==> config.mk <==
export PLATFORM = sky130hd
export DESIGN_NAME = lidar_point_hsv_colorizer
export DESIGN_NICKNAME = d
export VERILOG_FILES = /design/src/sv/lphc_pkg.sv /design/src/sv/lphc_div.sv /design/src/sv/lidar_point_hsv_colorizer.sv
export SDC_FILE = /design/constraint.sdc
export NUM_CORES = 1
export LEC_CHECK = 0
export ABC_CLOCK_PERIOD_IN_PS = 6950
export BUFFER_PORTS_ARGS = -buffer_cell sky130_fd_sc_hd__clkbuf_2
export CAP_MARGIN = 25
export CORE_ASPECT_RATIO = 0.6
export CORE_MARGIN = 8
export CORE_UTILIZATION = 50
export CTS_BUF_LIST = sky130_fd_sc_hd__clkbuf_4
export CTS_CLUSTER_DIAMETER = 200
export DETAILED_ROUTE_END_ITERATION = 6
export PLACE_DENSITY = 0.67
export RECOVER_POWER = 50
export SYNTH_ARGS = -nofsm -noshare
export SYNTH_HDL_FRONTEND = slang
export SYNTH_SLANG_ARGS = --single-unit
==> constraint.sdc <==
create_clock -name clk -period 6.95 [get_ports clk]
set_input_delay 1.0425 -clock clk [delete_from_list [all_inputs] [get_ports clk]]
set_output_delay 1.0425 -clock clk [all_outputs]
set_load 0.02 [all_outputs]
==> src/sv/lphc_pkg.sv <==
// Shared constants, types and hue helper for the lidar point HSV colorizer.
package lphc_pkg;

	// COLOR_BITS must not exceed RANGE_BITS; RANGE_BITS is at least 8.
	localparam int RANGE_BITS = 20;
	localparam int COLOR_BITS = 8;
	localparam int HUE_BITS   = 8;
	localparam int CMD_W      = 2;

	localparam int NUM_W  = RANGE_BITS + COLOR_BITS;
	localparam int PROD_W = 2 * COLOR_BITS;
	localparam int CNT_W  = $clog2(COLOR_BITS);
	localparam int H6_W   = HUE_BITS + 3;

	localparam int IN_DATA_W  = ((RANGE_BITS + HUE_BITS + 7) / 8) * 8;
	localparam int OUT_DATA_W = ((3 * COLOR_BITS + 7) / 8) * 8;

	localparam logic [COLOR_BITS-1:0] CMAX    = {COLOR_BITS{1'b1}};
	localparam logic [COLOR_BITS-1:0] SAT_FIX =
		COLOR_BITS'((4 * ((1 << COLOR_BITS) - 1) + 2) / 5);

	// hue scale: one sector spans 255 steps of reflectivity * 6
	localparam logic [HUE_BITS-1:0] HUE_MAX  = {HUE_BITS{1'b1}};
	localparam logic [H6_W-1:0]     SPAN1    = H6_W'(255);
	localparam logic [H6_W-1:0]     SPAN2    = H6_W'(510);
	localparam logic [H6_W-1:0]     SPAN3    = H6_W'(765);
	localparam logic [H6_W-1:0]     SPAN4    = H6_W'(1020);
	localparam logic [H6_W-1:0]     SPAN5    = H6_W'(1275);
	localparam logic [H6_W-1:0]     SPAN6    = H6_W'(1530);

	typedef enum logic [CMD_W-1:0] {
		CMD_CLEAR    = 2'd0,
		CMD_MEASURE  = 2'd1,
		CMD_COLORIZE = 2'd2
	} cmd_t;

	typedef enum logic [2:0] {
		SEC_RED_YEL = 3'd0,
		SEC_YEL_GRN = 3'd1,
		SEC_GRN_CYN = 3'd2,
		SEC_CYN_BLU = 3'd3,
		SEC_BLU_MAG = 3'd4,
		SEC_MAG_RED = 3'd5
	} sector_t;

	typedef enum logic [2:0] {
		ST_IDLE,
		ST_VLOAD,
		ST_VDIV,
		ST_CLOAD,
		ST_CDIV,
		ST_XLOAD,
		ST_XDIV,
		ST_OUT
	} state_t;

	typedef struct packed {
		logic                  start;
		logic [NUM_W-1:0]      num;
		logic [RANGE_BITS-1:0] den;
	} div_req_t;

	typedef struct packed {
		logic                  done;
		logic [COLOR_BITS-1:0] quot;
	} div_rsp_t;

	typedef struct packed {
		sector_t             sector;
		logic [HUE_BITS-1:0] wgt;
	} hue_t;

	// Split reflectivity into a sector and the weight 255 - |t - 255| for x.
	function automatic hue_t hue_split(input logic [HUE_BITS-1:0] refl);
		logic [H6_W-1:0] h6;
		logic [H6_W-1:0] t;
		logic [H6_W-1:0] fold_off;
		hue_t            res;
		h6 = (H6_W'(refl) << 2) + (H6_W'(refl) << 1);
		if (h6 >= SPAN6)
			t = h6 - SPAN6;
		else if (h6 >= SPAN4)
			t = h6 - SPAN4;
		else if (h6 >= SPAN2)
			t = h6 - SPAN2;
		else
			t = h6;
		fold_off = (t >= SPAN1) ? (t - SPAN1) : (SPAN1 - t);
		res.wgt = HUE_MAX - fold_off[HUE_BITS-1:0];
		if (h6 >= SPAN5)
			res.sector = SEC_MAG_RED;
		else if (h6 >= SPAN4)
			res.sector = SEC_BLU_MAG;
		else if (h6 >= SPAN3)
			res.sector = SEC_CYN_BLU;
		else if (h6 >= SPAN2)
			res.sector = SEC_GRN_CYN;
		else if (h6 >= SPAN1)
			res.sector = SEC_YEL_GRN;
		else
			res.sector = SEC_RED_YEL;
		return res;
	endfunction

endpackage

==> src/sv/lphc_div.sv <==
// Bit-serial restoring divider: one quotient bit per cycle, COLOR_BITS bits.
module lphc_div import lphc_pkg::*; (
	input  logic     clk,
	input  logic     arst_n,
	input  div_req_t req,
	output div_rsp_t rsp
);

	logic                  busy_q;
	logic                  done_q;
	logic [CNT_W-1:0]      cnt_q;
	logic [RANGE_BITS-1:0] rem_q;
	logic [COLOR_BITS-1:0] low_q;
	logic [COLOR_BITS-1:0] quot_q;
	logic [RANGE_BITS-1:0] den_q;

	logic [RANGE_BITS:0]   trial;
	logic [RANGE_BITS:0]   trial_sub;
	logic                  ge;
	logic [RANGE_BITS-1:0] rem_next;

	// partial remainder stays below the divisor, so the trial fits one extra bit
	assign trial     = {rem_q, low_q[COLOR_BITS-1]};
	assign trial_sub = trial - {1'b0, den_q};
	assign ge        = (trial >= {1'b0, den_q});
	assign rem_next  = ge ? trial_sub[RANGE_BITS-1:0] : trial[RANGE_BITS-1:0];

	always_ff @(posedge clk or negedge arst_n) begin
		if (!arst_n) begin
			busy_q <= 1'b0;
			done_q <= 1'b0;
			cnt_q  <= '0;
		end else begin
			done_q <= 1'b0;
			if (req.start) begin
				busy_q <= 1'b1;
				cnt_q  <= '0;
			end else if (busy_q) begin
				cnt_q <= cnt_q + 1'b1;
				if (cnt_q == CNT_W'(COLOR_BITS - 1)) begin
					busy_q <= 1'b0;
					done_q <= 1'b1;
				end
			end
		end
	end

	always_ff @(posedge clk) begin
		if (req.start) begin
			rem_q <= req.num[NUM_W-1:COLOR_BITS];
			low_q <= req.num[COLOR_BITS-1:0];
			den_q <= req.den;
		end else if (busy_q) begin
			rem_q  <= rem_next;
			low_q  <= low_q << 1;
			quot_q <= {quot_q[COLOR_BITS-2:0], ge};
		end
	end

	assign rsp.done = done_q;
	assign rsp.quot = quot_q;

endmodule

==> src/sv/lidar_point_hsv_colorizer.sv <==
// Top level: command handling, max-range register and HSV-to-RGB sequencer.
//
// Each item carries a command in s_tuser. Clear and measure update the held
// maximum range in the cycle the item is accepted and give no result. A
// colorize item keeps s_tready low from its acceptance until the sequencer
// is back in idle, so no other item is taken meanwhile: three rounded
// divisions (value, chroma, hue blend) each run through one shared bit-serial
// divider, and each has a load state, COLOR_BITS quotient bits and a done
// flag; a final output state loads the RGB triple. When the maximum is zero
// or the range reaches it, the value division is skipped. The finished triple
// sits in an output register, so the next item is taken while it waits on
// m_tready; only a second triple finished before the first is taken stalls
// in the output state until m_tready frees the register.
module lidar_point_hsv_colorizer import lphc_pkg::*; (
	input  logic                  clk,
	input  logic                  arst_n,
	input  logic                  s_tvalid,
	output logic                  s_tready,
	input  logic [IN_DATA_W-1:0]  s_tdata,  // range_mm, reflectivity, zero fill
	input  logic [CMD_W-1:0]      s_tuser,  // cmd
	output logic                  m_tvalid,
	input  logic                  m_tready,
	output logic [OUT_DATA_W-1:0] m_tdata   // red, green, blue
);

	state_t state_q, state_next;

	logic [RANGE_BITS-1:0] max_q;
	logic [RANGE_BITS-1:0] diff_q;
	logic                  bypass_q;
	logic [COLOR_BITS-1:0] vbyp_q;
	logic [COLOR_BITS-1:0] v_q;
	logic [COLOR_BITS-1:0] c_q;
	logic [COLOR_BITS-1:0] x_q;
	sector_t               sector_q;
	logic [HUE_BITS-1:0]   wgt_q;
	logic                  m_tvalid_q;
	logic [OUT_DATA_W-1:0] m_tdata_q;

	logic [RANGE_BITS-1:0] range_in;
	logic [HUE_BITS-1:0]   refl_in;
	logic                  accept;
	hue_t                  hue;

	div_req_t              div_req;
	div_rsp_t              div_rsp;

	logic [PROD_W-1:0]         sat_prod;
	logic [COLOR_BITS+HUE_BITS-1:0] hue_prod;
	logic [COLOR_BITS-1:0]     m_val;
	logic [COLOR_BITS-1:0]     red, green, blue;
	logic                      out_load;

	assign range_in = s_tdata[RANGE_BITS-1:0];
	assign refl_in  = s_tdata[RANGE_BITS+HUE_BITS-1:RANGE_BITS];
	assign accept   = s_tvalid && s_tready;
	assign hue      = hue_split(refl_in);

	assign sat_prod = PROD_W'(v_q) * PROD_W'(SAT_FIX);
	assign hue_prod = (COLOR_BITS+HUE_BITS)'(c_q) * (COLOR_BITS+HUE_BITS)'(wgt_q);
	assign m_val    = v_q - c_q;

	lphc_div u_div (
		.clk    (clk),
		.arst_n (arst_n),
		.req    (div_req),
		.rsp    (div_rsp)
	);

	// next state
	always_comb begin
		state_next = state_q;
		case (state_q)
			ST_IDLE: begin
				if (accept && s_tuser == CMD_COLORIZE)
					state_next = ST_VLOAD;
			end
			ST_VLOAD: begin
				state_next = bypass_q ? ST_CLOAD : ST_VDIV;
			end
			ST_VDIV: begin
				if (div_rsp.done)
					state_next = ST_CLOAD;
			end
			ST_CLOAD: begin
				state_next = ST_CDIV;
			end
			ST_CDIV: begin
				if (div_rsp.done)
					state_next = ST_XLOAD;
			end
			ST_XLOAD: begin
				state_next = ST_XDIV;
			end
			ST_XDIV: begin
				if (div_rsp.done)
					state_next = ST_OUT;
			end
			ST_OUT: begin
				if (out_load)
					state_next = ST_IDLE;
			end
			default: begin
				state_next = ST_IDLE;
			end
		endcase
	end

	// outputs
	always_comb begin
		s_tready      = 1'b0;
		out_load      = 1'b0;
		div_req.start = 1'b0;
		div_req.num   = '0;
		div_req.den   = '0;
		case (state_q)
			ST_IDLE: begin
				s_tready = 1'b1;
			end
			ST_VLOAD: begin
				// (max - range) * CMAX + max / 2
				div_req.start = !bypass_q;
				div_req.num   = ({diff_q, {COLOR_BITS{1'b0}}} - NUM_W'(diff_q))
				                + NUM_W'(max_q >> 1);
				div_req.den   = max_q;
			end
			ST_CLOAD: begin
				div_req.start = 1'b1;
				div_req.num   = NUM_W'(sat_prod) + NUM_W'(CMAX >> 1);
				div_req.den   = RANGE_BITS'(CMAX);
			end
			ST_XLOAD: begin
				div_req.start = 1'b1;
				div_req.num   = NUM_W'(hue_prod) + NUM_W'(HUE_MAX >> 1);
				div_req.den   = RANGE_BITS'(HUE_MAX);
			end
			ST_OUT: begin
				out_load = !m_tvalid_q || m_tready;
			end
			default: begin
				s_tready = 1'b0;
			end
		endcase
	end

	// six-sector table
	always_comb begin
		red   = '0;
		green = '0;
		blue  = '0;
		case (sector_q)
			SEC_RED_YEL: begin
				red   = c_q;
				green = x_q;
			end
			SEC_YEL_GRN: begin
				red   = x_q;
				green = c_q;
			end
			SEC_GRN_CYN: begin
				green = c_q;
				blue  = x_q;
			end
			SEC_CYN_BLU: begin
				green = x_q;
				blue  = c_q;
			end
			SEC_BLU_MAG: begin
				red   = x_q;
				blue  = c_q;
			end
			default: begin
				red   = c_q;
				blue  = x_q;
			end
		endcase
	end

	always_ff @(posedge clk or negedge arst_n) begin
		if (!arst_n) begin
			state_q    <= ST_IDLE;
			max_q      <= '0;
			m_tvalid_q <= 1'b0;
		end else begin
			state_q <= state_next;
			if (accept) begin
				case (s_tuser)
					CMD_CLEAR: begin
						max_q <= '0;
					end
					CMD_MEASURE: begin
						if (range_in > max_q)
							max_q <= range_in;
					end
					default: begin
						max_q <= max_q;
					end
				endcase
			end
			if (out_load)
				m_tvalid_q <= 1'b1;
			else if (m_tready)
				m_tvalid_q <= 1'b0;
		end
	end

	always_ff @(posedge clk) begin
		if (accept) begin
			diff_q   <= max_q - range_in;
			bypass_q <= (max_q == '0) || (range_in >= max_q);
			vbyp_q   <= (max_q == '0) ? CMAX : '0;
			sector_q <= hue.sector;
			wgt_q    <= hue.wgt;
		end
		if (state_q == ST_VLOAD && bypass_q)
			v_q <= vbyp_q;
		if (state_q == ST_VDIV && div_rsp.done)
			v_q <= div_rsp.quot;
		if (state_q == ST_CDIV && div_rsp.done)
			c_q <= div_rsp.quot;
		if (state_q == ST_XDIV && div_rsp.done)
			x_q <= div_rsp.quot;
		if (out_load)
			m_tdata_q <= OUT_DATA_W'({blue + m_val, green + m_val, red + m_val});
	end

	assign m_tvalid = m_tvalid_q;
	assign m_tdata  = m_tdata_q;

endmodule
== Word-level counts from Yosys, hierarchy flattened ==
Index checks and enable logic that the tools add are counted.

* Bits in registers: 173
* Output and inout bits: 26
* Logic and storage cells: 140

* Add/subtract/negate cells: 18
* Multiply operators: 2
* Order comparisons: 10
* Eq/ne operators: 20
* Mux-type cells: 41
* Bitwise logic cells: 1
* Reductions and logical operators: 28

{| class="wikitable"
|+ Operator list
! kind !! number
|-
| 49-bit one-hot mux with 3 select lines || 1
|-
| 20-bit two-way mux || 4
|-
| 8-bit two-way mux || 6
|-
| 8-bit one-hot mux with 2 select lines || 3
|-
| 20-bit one-hot mux with 2 select lines || 1
|-
| 20-bit subtractor || 2
|-
| 16-bit by 7-bit adder with 17-bit output, second input constant || 2
|-
| 11-bit two-way mux || 3
|-
| 28-bit by 19-bit adder with 28-bit output || 1
|-
| 28-bit by 20-bit subtractor with 28-bit output || 1
|-
| 8-bit adder || 3
|-
| 3-bit one-hot mux with 8 select lines || 1
|-
| 11-bit by 10-bit greater-or-equal comparator with 1-bit output, second input constant || 2
|-
| 11-bit greater-or-equal comparator, second input constant || 2
|-
| 11-bit by 8-bit greater-or-equal comparator with 1-bit output, second input constant || 2
|-
| 21-bit by 20-bit greater-or-equal comparator with 1-bit output || 1
|-
| 3-bit two-way mux || 7
|-
| 20-bit greater-or-equal comparator || 1
|-
| 20-bit greater-than comparator || 1
|-
| 20-bit logical NOT || 1
|-
| 3-bit == test, second input constant || 6
|-
| 8-bit by 8-bit multiplier with 16-bit output || 1
|-
| 8-bit subtractor, first input constant || 2
|-
| 8-bit by 6-bit multiplier with 14-bit output, second input constant || 1
|-
| other kinds (27) || 65
|}

== Depth between registers and ports, before layout ==
* Word-level depth: 8
* Gate-level depth with buffers: 19

== Hierarchy ==
A second synthesis with hierarchy kept.

* Cells, all modules: 1724
* Area, all modules: 16049.1 um^2

{| class="wikitable"
|+ Modules (own cells, without submodules)
! module !! instances !! cells each !! area each (um^2)
|-
| lidar_point_hsv_colorizer || 1 || 1414 || 12525.8
|-
| lphc_div || 1 || 310 || 3523.4
|}

== Worst setup path before layout ==
No wires, ideal clock.

* Kind: register -> register
* Start: register c_q[0]
* End: register u_div.rem_q[8], data pin
* Data arrival time: 4647 ps
* Required time: 6674 ps
* Setup slack: 2027 ps
* Stages on the path, launching flop included: 19
* Clock period less this slack: 4923 ps
* Cells stage by stage: edfxtp_1 > clkbuf_1 > and2_1 > fa_1 > fa_1 > inv_1 > fa_1 > fa_1 > inv_1 > ha_1 > o21a_1 > a2111oi_0 > o311a_1 > a21oi_1 > a21o_1 > a21oi_1 > xnor2_1 > a21oi_1 > a22oi_1

* Cells in the longest elaborated chain, start to end: 4

{| class="wikitable"
|+ RTL lines
! element !! RTL line !! source
|-
| from (decl) || lidar_point_hsv_colorizer.sv:33 || <nowiki>logic [COLOR_BITS-1:0] c_q;</nowiki>
|-
| from (signal assigned) || lidar_point_hsv_colorizer.sv:220 || <nowiki>c_q <= div_rsp.quot;</nowiki>
|-
| 8-bit by 8-bit multiplier with 16-bit output || lidar_point_hsv_colorizer.sv:60 || <nowiki>assign hue_prod = (COLOR_BITS+HUE_BITS)'(c_q) * (COLOR_BITS+HUE_BITS)'(wgt_q);</nowiki>
|-
| 16-bit by 7-bit adder with 17-bit output || lidar_point_hsv_colorizer.sv:134 || <nowiki>div_req.num = NUM_W'(hue_prod) + NUM_W'(HUE_MAX >> 1);</nowiki>
|-
| 49-bit one-hot mux with 3 select lines || lidar_point_hsv_colorizer.sv:116 || <nowiki>case (state_q)</nowiki>
|-
| 20-bit two-way mux || lphc_div.sv:49 || <nowiki>if (req.start) begin</nowiki>
|-
| to (signal assigned) || lphc_div.sv:50 || <nowiki>rem_q <= req.num[NUM_W-1:COLOR_BITS];</nowiki>
|-
| to (signal assigned) || lphc_div.sv:54 || <nowiki>rem_q <= rem_next;</nowiki>
|-
| to (decl) || lphc_div.sv:12 || <nowiki>logic [RANGE_BITS-1:0] rem_q;</nowiki>
|}

Every way passes these cells.
A chain may end at the register's enable or synchronous reset.

== Worst setup path in the final report ==
Same ends and word-level chain as after synthesis.

==> metrics.txt <==
status=finished, violations left; failing checks=capacitance limit, slew limit; Final Hold Vio Count=0; Final Critical Period=5.66 ns; CTS root buf=clkbuf_4; Largest stage delay, worst path=0.68 ns; clock slew at reported path FFs=0.18 ns; final layout net count=2,124; Crit Path Max Fanout=13; slowest cell on the critical path=a2111oi_0; Mapped Area=16,200 µm²; post-synthesis cell type count=79; FF+latch area=4810 µm²; Initial DRC Count=1,355; max-capacitance violation count=2; RSZ-0062 raised after global routing=false; largest net degree at the start of global routing=43; WS Path Type=reg2reg; GRT Total Usage=22.3%; Setup violations, final=0; syn_nets=2,091; post-place instance area=17,000 µm²; Synthesis Warnings=0; Area Overhead vs Synth=6.07%; Clock Skew=0.0269 ns; Post-synth ARST share=17.6%; fin crit share=81.5%; largest area contributor in the netlist=edfxtp_1; Worst slew margin=-29.0%; vias per cell=5.87; VDD IR max=238 µV; worst path required time=7.33 ns; register area share after synthesis=29.6%; commonest non-fill, non-tap cell in the layout=inv_1; filler cell count=3,001; Slew Limit Fails=64; post-CTS sizing=0; Max Clock Freq=0.177 GHz; die area=38,700 µm²; R2R Setup Slk=1.29 ns; Bufs on Longest Clock Path=2; most used cell along the critical path=fa_1; crit path DAT=6.04 ns; Synth Instances=1,802; fin worst setup slack=1.29 ns; CP Launch Type=flip-flop; multi-input combinational cell area=10,400 µm²; critical path endpoint category=flip-flop; Port Buffers=59; vias=13,400; core area=32,200 µm²; Setup TNS=0 ns; Initial Util=50.4%; # IOs=64; worst-path cell chain=and2_1 > fa_1 > fa_1 > inv_1 > fa_1 > fa_1 > inv_1 > ha_1 > o21a_1 > a2111oi_0 > o311a_1 > a21oi_1 > a21o_1 > a21oi_1 > xnor2_1 > a21oi_1 > a22oi_1; CTS tree=yes; GP Congestion=0.955; vias in the first global route=12,600; Min-Delay Path Class=reg2reg; Leak=7.62 nW; CP top delay family=adder cells; clock latency on the worst-skew pair=0.64 ns; DRC Markers=0; Yosys top cell area share=25.2%; 1st-pass router iterations=6; Synth area leaders=edfxtp_1 25%, ha_1 15%, fa_1 7.6%; die width=249 µm; CTS Buf Count=17; Post-Route WL=43,200 µm; most frequent cells in the layout=218 x inv_1, 189 x ha_1, 141 x nand2_1; die height=156 µm; HPWL Detailed=34,500 µm; Cell Rows=51; first-pass GRT wire length=69,100 µm; initial antenna violation count=1; Syn Area/Cell=9.01 µm²; FF+latch count, synth=165; Post-synth EDFFs=136; Buf/Inv on CP=2; grt ovf=0; layout cells sized above 1=6.76%; antenna-violating nets left=0; Worst-Margin Slew=1.93 ns; clk sinks=165; buffers inserted by post-CTS timing repair=0; Wirelength per Cell=19.0 µm; # hold bufs at CTS=0; Post-Place Setup Slack=1.32 ns; PwrDens=424 nW/µm²; htree depth=4; most used flip-flop cell after synthesis=edfxtp_1; design area=17,200 µm²
## Yosys cell counts, drive strengths merged (31+ instances only)
cell type,count
inv,219
ha,189
nand2,141
edfxtp,136
a21oi,130
nor2,124
xnor2,86
o21ai,70
fa,62
nand3,58
clkbuf,52
and2,51
xor2,41
nor3,40
a21o,31
## area by class of cell
class	count	area share [%]
tap	424	3.08
sequential	165	27.9
antenna	2	0.0291
clock buffer	17	0.741
multi-input combinational	1358	60.3
inverter	220	4.80
clock inverter	15	0.886
timing repair buffer	73	2.22
## where the power goes
group / switching (mW) / internal, mW
combinational: 2.94 / 1.95
sequential: 0.276 / 1.54
clock: 0.433 / 0.162
## stage by stage
stage                     total power [mW]  hold WS, ns  util, %  cells
after global placement                6.49        0.496     52.6   2240
after CTS                             7.21        0.488     53.5   2272
final                                 7.30        0.538     53.4   2274
after detailed placement              6.59        0.503     52.6   2240
after floorplan                       5.34        0.445        -   1802
after global routing                  7.89        0.563     53.4   2274
## sequential cells by signal, indices dropped and copies added, names as in the netlist
name	cells
diff_q	20
u_div.busy_q	1
bypass_q	1
max_q	20
sector_q	3
u_div.low_q	8
u_div.done_q	1
v_q	8
state_q	3
u_div.cnt_q	3
m_tdata	24
x_q	8
c_q	8
u_div.den_q	20
vbyp_q	1
m_tvalid	1
wgt_q	7
u_div.rem_q	20
u_div.quot_q	8
## path summary, 6_finish.rpt
path | depth (start not counted) | from | to
setup reg to reg | 17 | c_q[0]$_DFFE_PP_ | u_div.rem_q[8]$_DFFE_PP_
setup / recovery | 17 | c_q[0]$_DFFE_PP_ | u_div.rem_q[8]$_DFFE_PP_
hold reg to reg | 0 | u_div.quot_q[6]$_DFFE_PP_ | c_q[6]$_DFFE_PP_
max in group asynchronous | 1 | arst_n | u_div.done_q$_DFF_PN0_
hold / removal | 0 | u_div.quot_q[6]$_DFFE_PP_ | c_q[6]$_DFFE_PP_
min in group asynchronous | 1 | arst_n | max_q[6]$_DFFE_PN0P_
## per-layer routing
| metal | share of wire [%] | wire length [µm] | up-vias | track usage (%) |
|---|---|---|---|---|
| li1 | - | - | 6469 | - |
| met1 | 51 | 22200 | 6285 | 35.7 |
| met2 | 37 | 16100 | 582 | 29.2 |
| met3 | 11 | 4550 | 23 | 5.74 |
| met4 | 0.79 | 341 | 0 | 4.05 |
| met5 | 0 | 0 | - | 0 |
## logic make-up after synthesis
logic type	after synthesis	synth area share (%)
flip-flops	165	29.6
AND/OR/NAND/NOR	516	15.3
XOR/XNOR	127	6.85
AO/OA/AOI/OAI	437	17.8
adder cells (fa/ha/maj)	251	22.2
buffers and inverters	279	6.46
multiplexers	27	1.71
Note: power is estimated with default switching activity, not from simulation.
